$ cat config.mk
export PLATFORM = sky130hd
export DESIGN_NAME = hex_record_parser
export DESIGN_NICKNAME = d
export VERILOG_FILES = /design/src/design/hrp_pkg.sv /design/src/design/hrp_core.sv /design/src/design/hex_record_parser.sv
export SDC_FILE = /design/constraint.sdc
export NUM_CORES = 1
export LEC_CHECK = 0
export BUFFER_PORTS_ARGS = -buffer_cell sky130_fd_sc_hd__buf_4
export CAP_MARGIN = 20
export CORE_UTILIZATION = 59
export DETAILED_ROUTE_END_ITERATION = 16
export PLACE_DENSITY = 0.81
export SLEW_MARGIN = 10
export SYNTH_ARGS = -nofsm -noshare
export SYNTH_HDL_FRONTEND = slang
export SYNTH_HIERARCHICAL = 1
export SYNTH_SLANG_ARGS = --single-unit
$ cat constraint.sdc
create_clock -name clk -period 9.7 [get_ports clk]
set_input_delay 1.94 -clock clk [delete_from_list [all_inputs] [get_ports clk]]
set_output_delay 1.94 -clock clk [all_outputs]
set_load 0.03 [all_outputs]
$ cat src/design/hrp_pkg.sv
// Shared types and constants of the HEX record parser.
// Used by hrp_core and hex_record_parser; depends on nothing.
`default_nettype none

package hrp_pkg;

	// Most data bytes per record emitted as data transfers; longer bodies are flagged too long.
	localparam logic [7:0] MAX_DATA = 8'd16;

	// Record type codes.
	localparam logic [7:0] REC_DATA = 8'h00;
	localparam logic [7:0] REC_EOF  = 8'h01;
	localparam logic [7:0] REC_ESA  = 8'h02;
	localparam logic [7:0] REC_SSA  = 8'h03;
	localparam logic [7:0] REC_ELA  = 8'h04;
	localparam logic [7:0] REC_SLA  = 8'h05;

	// Summary status codes.
	localparam logic [2:0] STATUS_OK       = 3'd0;
	localparam logic [2:0] STATUS_BAD_SUM  = 3'd1;
	localparam logic [2:0] STATUS_OBSOLETE = 3'd2;
	localparam logic [2:0] STATUS_UNKNOWN  = 3'd3;
	localparam logic [2:0] STATUS_TOO_LONG = 3'd4;

	// Width of the packed result payload on the master side.
	localparam int unsigned RES_DATA_W = 88;

	typedef struct packed {
		logic        result_kind;
		logic [7:0]  data_value;
		logic [3:0]  data_index;
		logic [15:0] load_address;
		logic [15:0] upper_address;
		logic [7:0]  record_kind;
		logic [2:0]  status;
		logic [31:0] start_address;
		logic        end_of_file;
		logic        last;
	} result_t;

endpackage

`default_nettype wire

$ cat src/design/hrp_core.sv
// Record parsing state and the per-byte logic of the HEX record parser.
// Depends on hrp_pkg for record codes, status codes and result_t.
`default_nettype none

module hrp_core #(
	parameter logic [7:0] MAX_DATA = hrp_pkg::MAX_DATA
) (
	input  wire logic            clk,
	input  wire logic            arst_n,
	input  wire logic            en,
	input  wire logic [7:0]      rec_byte,
	input  wire logic            rec_start,
	input  wire logic            transfer_complete,
	output hrp_pkg::result_t     res,
	output logic                 res_valid
);

	typedef enum logic [2:0] {
		ST_IDLE,
		ST_ADDR_HI,
		ST_ADDR_LO,
		ST_TYPE,
		ST_BODY
	} pos_t;

	pos_t        pos_q,   pos_n;
	logic [7:0]  count_q, count_n;
	logic [15:0] addr_q,  addr_n;
	logic [7:0]  type_q,  type_n;
	logic [7:0]  sum_q,   sum_n;
	logic [15:0] upper_q, upper_n;
	logic [31:0] start_q, start_n;
	logic [31:0] cap_q,   cap_n;
	logic [7:0]  seen_q,  seen_n;
	logic [7:0]  sum_all;

	assign sum_all = sum_q + rec_byte;

	always_comb begin
		pos_n   = pos_q;
		count_n = count_q;
		addr_n  = addr_q;
		type_n  = type_q;
		sum_n   = sum_q;
		upper_n = upper_q;
		start_n = start_q;
		cap_n   = cap_q;
		seen_n  = seen_q;

		res_valid         = 1'b0;
		res.result_kind   = 1'b0;
		res.data_value    = 8'h00;
		res.data_index    = 4'h0;
		res.load_address  = addr_q;
		res.upper_address = upper_q;
		res.record_kind   = type_q;
		res.status        = hrp_pkg::STATUS_OK;
		res.start_address = start_q;
		res.end_of_file   = 1'b0;
		res.last          = 1'b0;

		if (transfer_complete) begin
			if (rec_start) begin
				count_n = rec_byte;
				sum_n   = rec_byte;
				addr_n  = 16'h0000;
				type_n  = 8'h00;
				cap_n   = 32'h0000_0000;
				seen_n  = 8'h00;
				pos_n   = ST_ADDR_HI;
			end else begin
				unique case (pos_q)
					ST_ADDR_HI: begin
						addr_n = {rec_byte, 8'h00};
						sum_n  = sum_all;
						pos_n  = ST_ADDR_LO;
					end
					ST_ADDR_LO: begin
						addr_n = {addr_q[15:8], rec_byte};
						sum_n  = sum_all;
						pos_n  = ST_TYPE;
					end
					ST_TYPE: begin
						type_n = rec_byte;
						sum_n  = sum_all;
						pos_n  = ST_BODY;
					end
					ST_BODY: begin
						if (seen_q < count_q) begin
							sum_n  = sum_all;
							seen_n = seen_q + 8'd1;
							// The first four data bytes are kept big-endian for
							// the extended linear and start linear address records.
							if (seen_q[7:2] == 6'd0) begin
								unique case (seen_q[1:0])
									2'd0: cap_n[31:24] = rec_byte;
									2'd1: cap_n[23:16] = rec_byte;
									2'd2: cap_n[15:8]  = rec_byte;
									2'd3: cap_n[7:0]   = rec_byte;
									default: ;
								endcase
							end
							if (type_q == hrp_pkg::REC_DATA && seen_q < MAX_DATA) begin
								res_valid        = 1'b1;
								res.data_value   = rec_byte;
								res.data_index   = seen_q[3:0];
								res.load_address = addr_q + {8'h00, seen_q};
							end
						end else begin
							// Checksum byte: address updates apply even when the
							// checksum fails.
							if (type_q == hrp_pkg::REC_ELA) begin
								upper_n = cap_q[31:16];
							end else if (type_q == hrp_pkg::REC_SLA) begin
								start_n = cap_q;
							end
							res_valid         = 1'b1;
							res.result_kind   = 1'b1;
							res.upper_address = upper_n;
							res.start_address = start_n;
							res.end_of_file   = (type_q == hrp_pkg::REC_EOF);
							res.last          = 1'b1;
							priority if (sum_all != 8'h00) begin
								res.status = hrp_pkg::STATUS_BAD_SUM;
							end else if (count_q > MAX_DATA) begin
								res.status = hrp_pkg::STATUS_TOO_LONG;
							end else if (type_q > hrp_pkg::REC_SLA) begin
								res.status = hrp_pkg::STATUS_UNKNOWN;
							end else if (type_q == hrp_pkg::REC_ESA ||
									type_q == hrp_pkg::REC_SSA) begin
								res.status = hrp_pkg::STATUS_OBSOLETE;
							end else begin
								res.status = hrp_pkg::STATUS_OK;
							end
							pos_n = ST_IDLE;
						end
					end
					default: ;
				endcase
			end
		end
	end

	always_ff @(posedge clk or negedge arst_n) begin
		if (!arst_n) begin
			pos_q   <= ST_IDLE;
			count_q <= 8'h00;
			addr_q  <= 16'h0000;
			type_q  <= 8'h00;
			sum_q   <= 8'h00;
			upper_q <= 16'h0000;
			start_q <= 32'h0000_0000;
			cap_q   <= 32'h0000_0000;
			seen_q  <= 8'h00;
		end else if (en) begin
			pos_q   <= pos_n;
			count_q <= count_n;
			addr_q  <= addr_n;
			type_q  <= type_n;
			sum_q   <= sum_n;
			upper_q <= upper_n;
			start_q <= start_n;
			cap_q   <= cap_n;
			seen_q  <= seen_n;
		end
	end

	// A result is only produced from the body state.
	a_res_in_body: assert property (@(posedge clk) disable iff (!arst_n)
		res_valid |-> pos_q == ST_BODY)
		else $error("result produced outside the record body");

	// A summary always returns the parser to idle.
	a_sum_idle: assert property (@(posedge clk) disable iff (!arst_n)
		(en && res_valid && res.last) |=> pos_q == ST_IDLE)
		else $error("parser not idle after a summary");

	// The body counter never runs past the count byte.
	a_seen_bound: assert property (@(posedge clk) disable iff (!arst_n)
		pos_q == ST_BODY |-> seen_q <= count_q)
		else $error("body counter past record count");

endmodule

`default_nettype wire

$ cat src/design/hex_record_parser.sv
// Top level of the HEX record parser: input register, parsing core and result register.
// Depends on hrp_pkg and hrp_core.
//
//   Channel  Direction  Signals                      Content
//   s_*      in         tvalid tready tdata tuser    one record byte and its flags
//   m_*      out        tvalid tready tdata tuser    one data byte or a record summary
//                       tlast
//
// A byte is first held in the input register, then passes through the parsing logic
// into the result register. One byte is taken every cycle while the master side keeps
// m_tready high. When a result waits in the result register and m_tready is low, the
// input register holds its byte and s_tready falls once it is full. Reset (arst_n
// low) empties both registers and clears all parsing state, including the upper and
// start addresses.
`default_nettype none

module hex_record_parser #(
	parameter logic [7:0] MAX_DATA = hrp_pkg::MAX_DATA
) (
	input  wire logic                                 clk,
	input  wire logic                                 arst_n,
	input  wire logic                                 s_tvalid,
	output logic                                      s_tready,
	input  wire logic [7:0]                           s_tdata,  // rec_byte
	input  wire logic [1:0]                           s_tuser,  // rec_start, transfer_complete
	output logic                                      m_tvalid,
	input  wire logic                                 m_tready,
	// data_value, data_index, load_address, upper_address, record_kind, status,
	// start_address, end_of_file
	output logic [hrp_pkg::RES_DATA_W-1:0]            m_tdata,
	output logic                                      m_tuser,  // result_kind
	output logic                                      m_tlast   // last
);

	logic              vld_s1;
	logic [7:0]        byte_s1;
	logic              start_s1;
	logic              done_s1;
	logic              vld_s2;
	hrp_pkg::result_t  res_s2;
	hrp_pkg::result_t  res;
	logic              res_valid;
	logic              adv;

	// The byte in the input register is processed when the result register is free
	// or is being emptied in this cycle.
	assign adv      = vld_s1 && (!vld_s2 || m_tready);
	assign s_tready = !vld_s1 || adv;

	always_ff @(posedge clk or negedge arst_n) begin
		if (!arst_n) begin
			vld_s1 <= 1'b0;
		end else if (s_tready) begin
			vld_s1 <= s_tvalid;
		end
	end

	always_ff @(posedge clk) begin
		if (s_tready && s_tvalid) begin
			byte_s1  <= s_tdata;
			start_s1 <= s_tuser[0];
			done_s1  <= s_tuser[1];
		end
	end

	hrp_core #(
		.MAX_DATA (MAX_DATA)
	) u_core (
		.clk               (clk),
		.arst_n            (arst_n),
		.en                (adv),
		.rec_byte          (byte_s1),
		.rec_start         (start_s1),
		.transfer_complete (done_s1),
		.res               (res),
		.res_valid         (res_valid)
	);

	// Result register. A byte that yields no result simply leaves it empty.
	always_ff @(posedge clk or negedge arst_n) begin
		if (!arst_n) begin
			vld_s2 <= 1'b0;
		end else if (adv) begin
			vld_s2 <= res_valid;
		end else if (m_tready) begin
			vld_s2 <= 1'b0;
		end
	end

	always_ff @(posedge clk) begin
		if (adv && res_valid) begin
			res_s2 <= res;
		end
	end

	assign m_tvalid = vld_s2;
	assign m_tuser  = res_s2.result_kind;
	assign m_tlast  = res_s2.last;
	assign m_tdata  = {res_s2.end_of_file, res_s2.start_address, res_s2.status,
			res_s2.record_kind, res_s2.upper_address, res_s2.load_address,
			res_s2.data_index, res_s2.data_value};

	// Only summaries end a record, and every summary does.
	a_last_kind: assert property (@(posedge clk) disable iff (!arst_n)
		m_tvalid |-> m_tlast == m_tuser)
		else $error("tlast and result kind disagree");

	// Data transfers always carry an ok status.
	a_data_status: assert property (@(posedge clk) disable iff (!arst_n)
		(m_tvalid && !m_tuser) |-> m_tdata[54:52] == hrp_pkg::STATUS_OK)
		else $error("data transfer with non-zero status");

	// A waiting result is never overwritten by a byte behind it.
	a_no_overwrite: assert property (@(posedge clk) disable iff (!arst_n)
		(vld_s2 && !m_tready) |-> !adv)
		else $error("result register overwritten while stalled");

endmodule

`default_nettype wire
==> results.md <==
- Outcome: finished, final reports clean
- Slew @ Worst Pin: 1018 ps
- First-pass GRT wire length: 35.61 mm
- Post-route ant nets: 0
- Static Leak: 5.147 nW
- Worst Hold Depth: 0
- Largest net degree at the start of global routing: 79
- Initial antenna violation count: 0
- DRC: 0
- Via count: 6,904
- Upper clock frequency limit: 231.7 MHz
- Final Max Slew Viols: 0
- Sink Count: 233
- Final setup margin: 5385 ps
- Worst path slowest cell: buf_4
- Rows: 48
- Syn_nets: 847
- Tcrit/Tclk final: 0.4449
- Placement Setup Slack: 5384 ps
- Hold_sp: u_core/type_q[3]
- Fin. Hold Viols: 0
- Syn_area_per_cell: 13.07 µm²
- Reg-to-reg startpoint: u_core/type_q[3]
- Post-synth top area share: 0.3163
- H-tree Lvls: 1
- Register bit total from synthesis: 233
- Fin nets: 941
- Die Y: 135.5 µm
- Dominant cell type by area after synthesis: dfrtp_1
- Final number of setup-violating endpoints: 0
- Worst path cell trace: buf_4, nand3b_4, buf_4
- CTS Hold Bufs: 0
- Gr usage total: 0.2523
- Worst-Skew Late Latency: 510 ps
- Reg2reg end: m_tdata[9]
- Worst Skew: 11.19 ps
- Root Driver: clkbuf_16
- Crit path required time: 7760 ps
- Vias in the first global route: 6,769
- Ys async rst share: 0.5708
- Arr. time, crit path: 2380 ps
- Most frequent CP cell: buf_4
- Final Wtd Congestion: 0.8640
- Maximum VDD drop: 0.1718 mV
- Area grow syn2layout: 16.86%
- Seq/Total Area, Yosys: 0.6017
- Reg2Reg Setup Slack: 5440 ps
- Ant diodes: 0
- Gates resized, CTS repair: 0
- Dpl hpwl: 14.52 mm
- Post-Syn Area: 0.01052 mm²
- Routed vias/inst: 6.046
- Critical path class: in -> out
- CTS tree: yes
- CTS Buf Count: 24
- Post-synth EDFFs: 100
- Fin crit period: 4315 ps
- Layout cells sized above 1: 0.2770
- Fin Hold WS: 488.7 ps
- Worst path max stage delay: 170 ps
- Post-CTS Setup Bufs: 0
- PD cells: 199.9 mW/mm²
- Crit end category: output port
- Startpoint types: input pin
- Max Buffers Root-to-Sink: 3
- I/O Pins: 106
- Cells after Synth: 805
- Ys flop type: dfrtp_1
- Core Box Area: 0.01736 mm²
- GRT overflow: 0
- Die area: 0.01837 mm²
- Initial core utilization: 0.6062
- Final WL: 22.37 mm
- HP Class: reg -> reg
- Area contributors post-synth: dfrtp_1 32%, edfxtp_1 29%, mux2_2 10%
- Clk slew on worst S/H paths: 60 ps
- Port-buffer cells: 105
- Drt wl/cell: 19.59 µm
- R2R depth: 7
- Crit path max fanout: 3
- Yosys warns: 6
- Drt pass-1 iters: 6
- Library cells used by synthesis: 56
- Initial DRC count: 581
- Worst Hold End: m_tdata[47]
- Max Cap Viol: 0
- Final TNS setup: 0 ps
- Chip Width: 135.5 µm
- RSZ-0062 raised after global routing: no
- Final Power: 2.458 mW
- Slew margin rel.: 0.3197
[layout by cell type (no fill, tap or decap), types with 4 or more instances in the layout]
cell type  synthesis  final
a211oi_1           4      4
a21o_1             6      6
a21oi_1           22     22
a221o_1           32     32
a22o_1             9      9
a311oi_1           5      5
a31oi_1            5      5
and2_1            16     16
and3_1             8      8
and4_1             4      4
buf_4              1    114
clkbuf_1          39      9
clkbuf_16          0     25
dfrtp_1          133    133
edfxtp_1         100    100
ha_1              26     26
inv_1             15     15
mux2_2            97     97
mux2i_1           10     10
nand2_1           59     59
nand2b_1           6      6
nor2_1            25     25
nor2b_1           17     16
nor3_1            11      9
nor3b_1           35     35
nor4_1             4      4
o211ai_1           4      4
o21a_1             4      4
o21ai_0           40     40
o22ai_1            4      4
or4_1              5      5
xnor2_1            6      6
xor2_1            14     14
[synth_stat cells, types with 4 or more instances]
cell type	instances
nand2b_1	6
a21oi_1	22
clkbuf_1	39
o21a_1	4
a31oi_1	5
or4_1	5
nor2b_1	17
edfxtp_1	100
nor3_1	11
o21ai_0	40
nor2_1	25
and2_1	16
buf_1	4
a22o_1	9
a311oi_1	5
o211ai_1	4
o22ai_1	4
and4_1	4
xnor2_1	6
ha_1	26
nand2_1	59
xor2_1	14
nor3b_1	35
and3_1	8
mux2i_1	10
a221o_1	32
nor4_1	4
inv_1	15
a211oi_1	4
dfrtp_1	133
a21o_1	6
mux2_2	97
[worst max-delay path by stage]
stage | from | to | slack [ps]
after floorplan | u_core/type_q[3] | m_tdata[0] | 2990
after global placement | m_tready | s_tready | 5390
after detailed placement | m_tready | s_tready | 5380
after CTS | m_tready | s_tready | 5380
after global routing | u_core/type_q[3] | m_tdata[8] | 5190
final | m_tready | s_tready | 5380
[worst max-delay path: cells and delay by family]
kind	cells	cell delay (ps)
and+or+nand+nor	1	150
buffers and inverters	2	280
[layout make-up]
cell class	instances	area, µm²
timing repair buffer	115	863.3
clock buffer	36	686.9
inverter	15	56.30
clock inverter	8	111.4
multi-input combinational	510	3965
sequential	233	6331
tap	225	281.5
fill	1197	5061
[layer usage]
metal / track usage / part of all wire
met1: 0.3487 / 0.43
met2: 0.4073 / 0.48
met3: 0.04078 / 0.062
met4: 0.08614 / 0.024
met5: 0 / 0
[sequential cells by signal, indices dropped and copies added, names as in the netlist]
name            flops
u_core/seen_q       8
u_core/cap_q       32
u_core/count_q      8
u_core/upper_q     16
done_s1             1
u_core/sum_q        8
vld_s1              1
u_core/pos_q        3
m_tdata            88
byte_s1             8
m_tlast             1
start_s1            1
u_core/start_q     32
u_core/addr_q      16
m_tvalid            1
u_core/type_q       8
m_tuser             1
[metrics by stage]
step,utilization,std cells,instance area [µm²]
after floorplan,-,805,10520
after global placement,0.6620,1097,11490
after detailed placement,0.6620,1097,11490
after CTS,0.7080,1141,12290
after global routing,0.7084,1142,12300
final,0.7084,1142,12300
[cell families after synthesis]
logic type | synth area share
xor gates and xnor gates | 0.01665
muxes | 0.1133
AOI/OAI and AO/OA | 0.1003
buffers and inverters | 0.02343
DFF | 0.6017
adders and majority gates | 0.03472
and+or+nand+nor | 0.1099
[where the power goes]
part	total (mW)	switching (mW)	internal (mW)
clock	0.918	0.351	0.567
sequential	1.21	0.0994	1.11
combinational	0.332	0.178	0.154
total	2.46	0.629	1.83
Note: power is estimated with default switching activity, not from simulation.
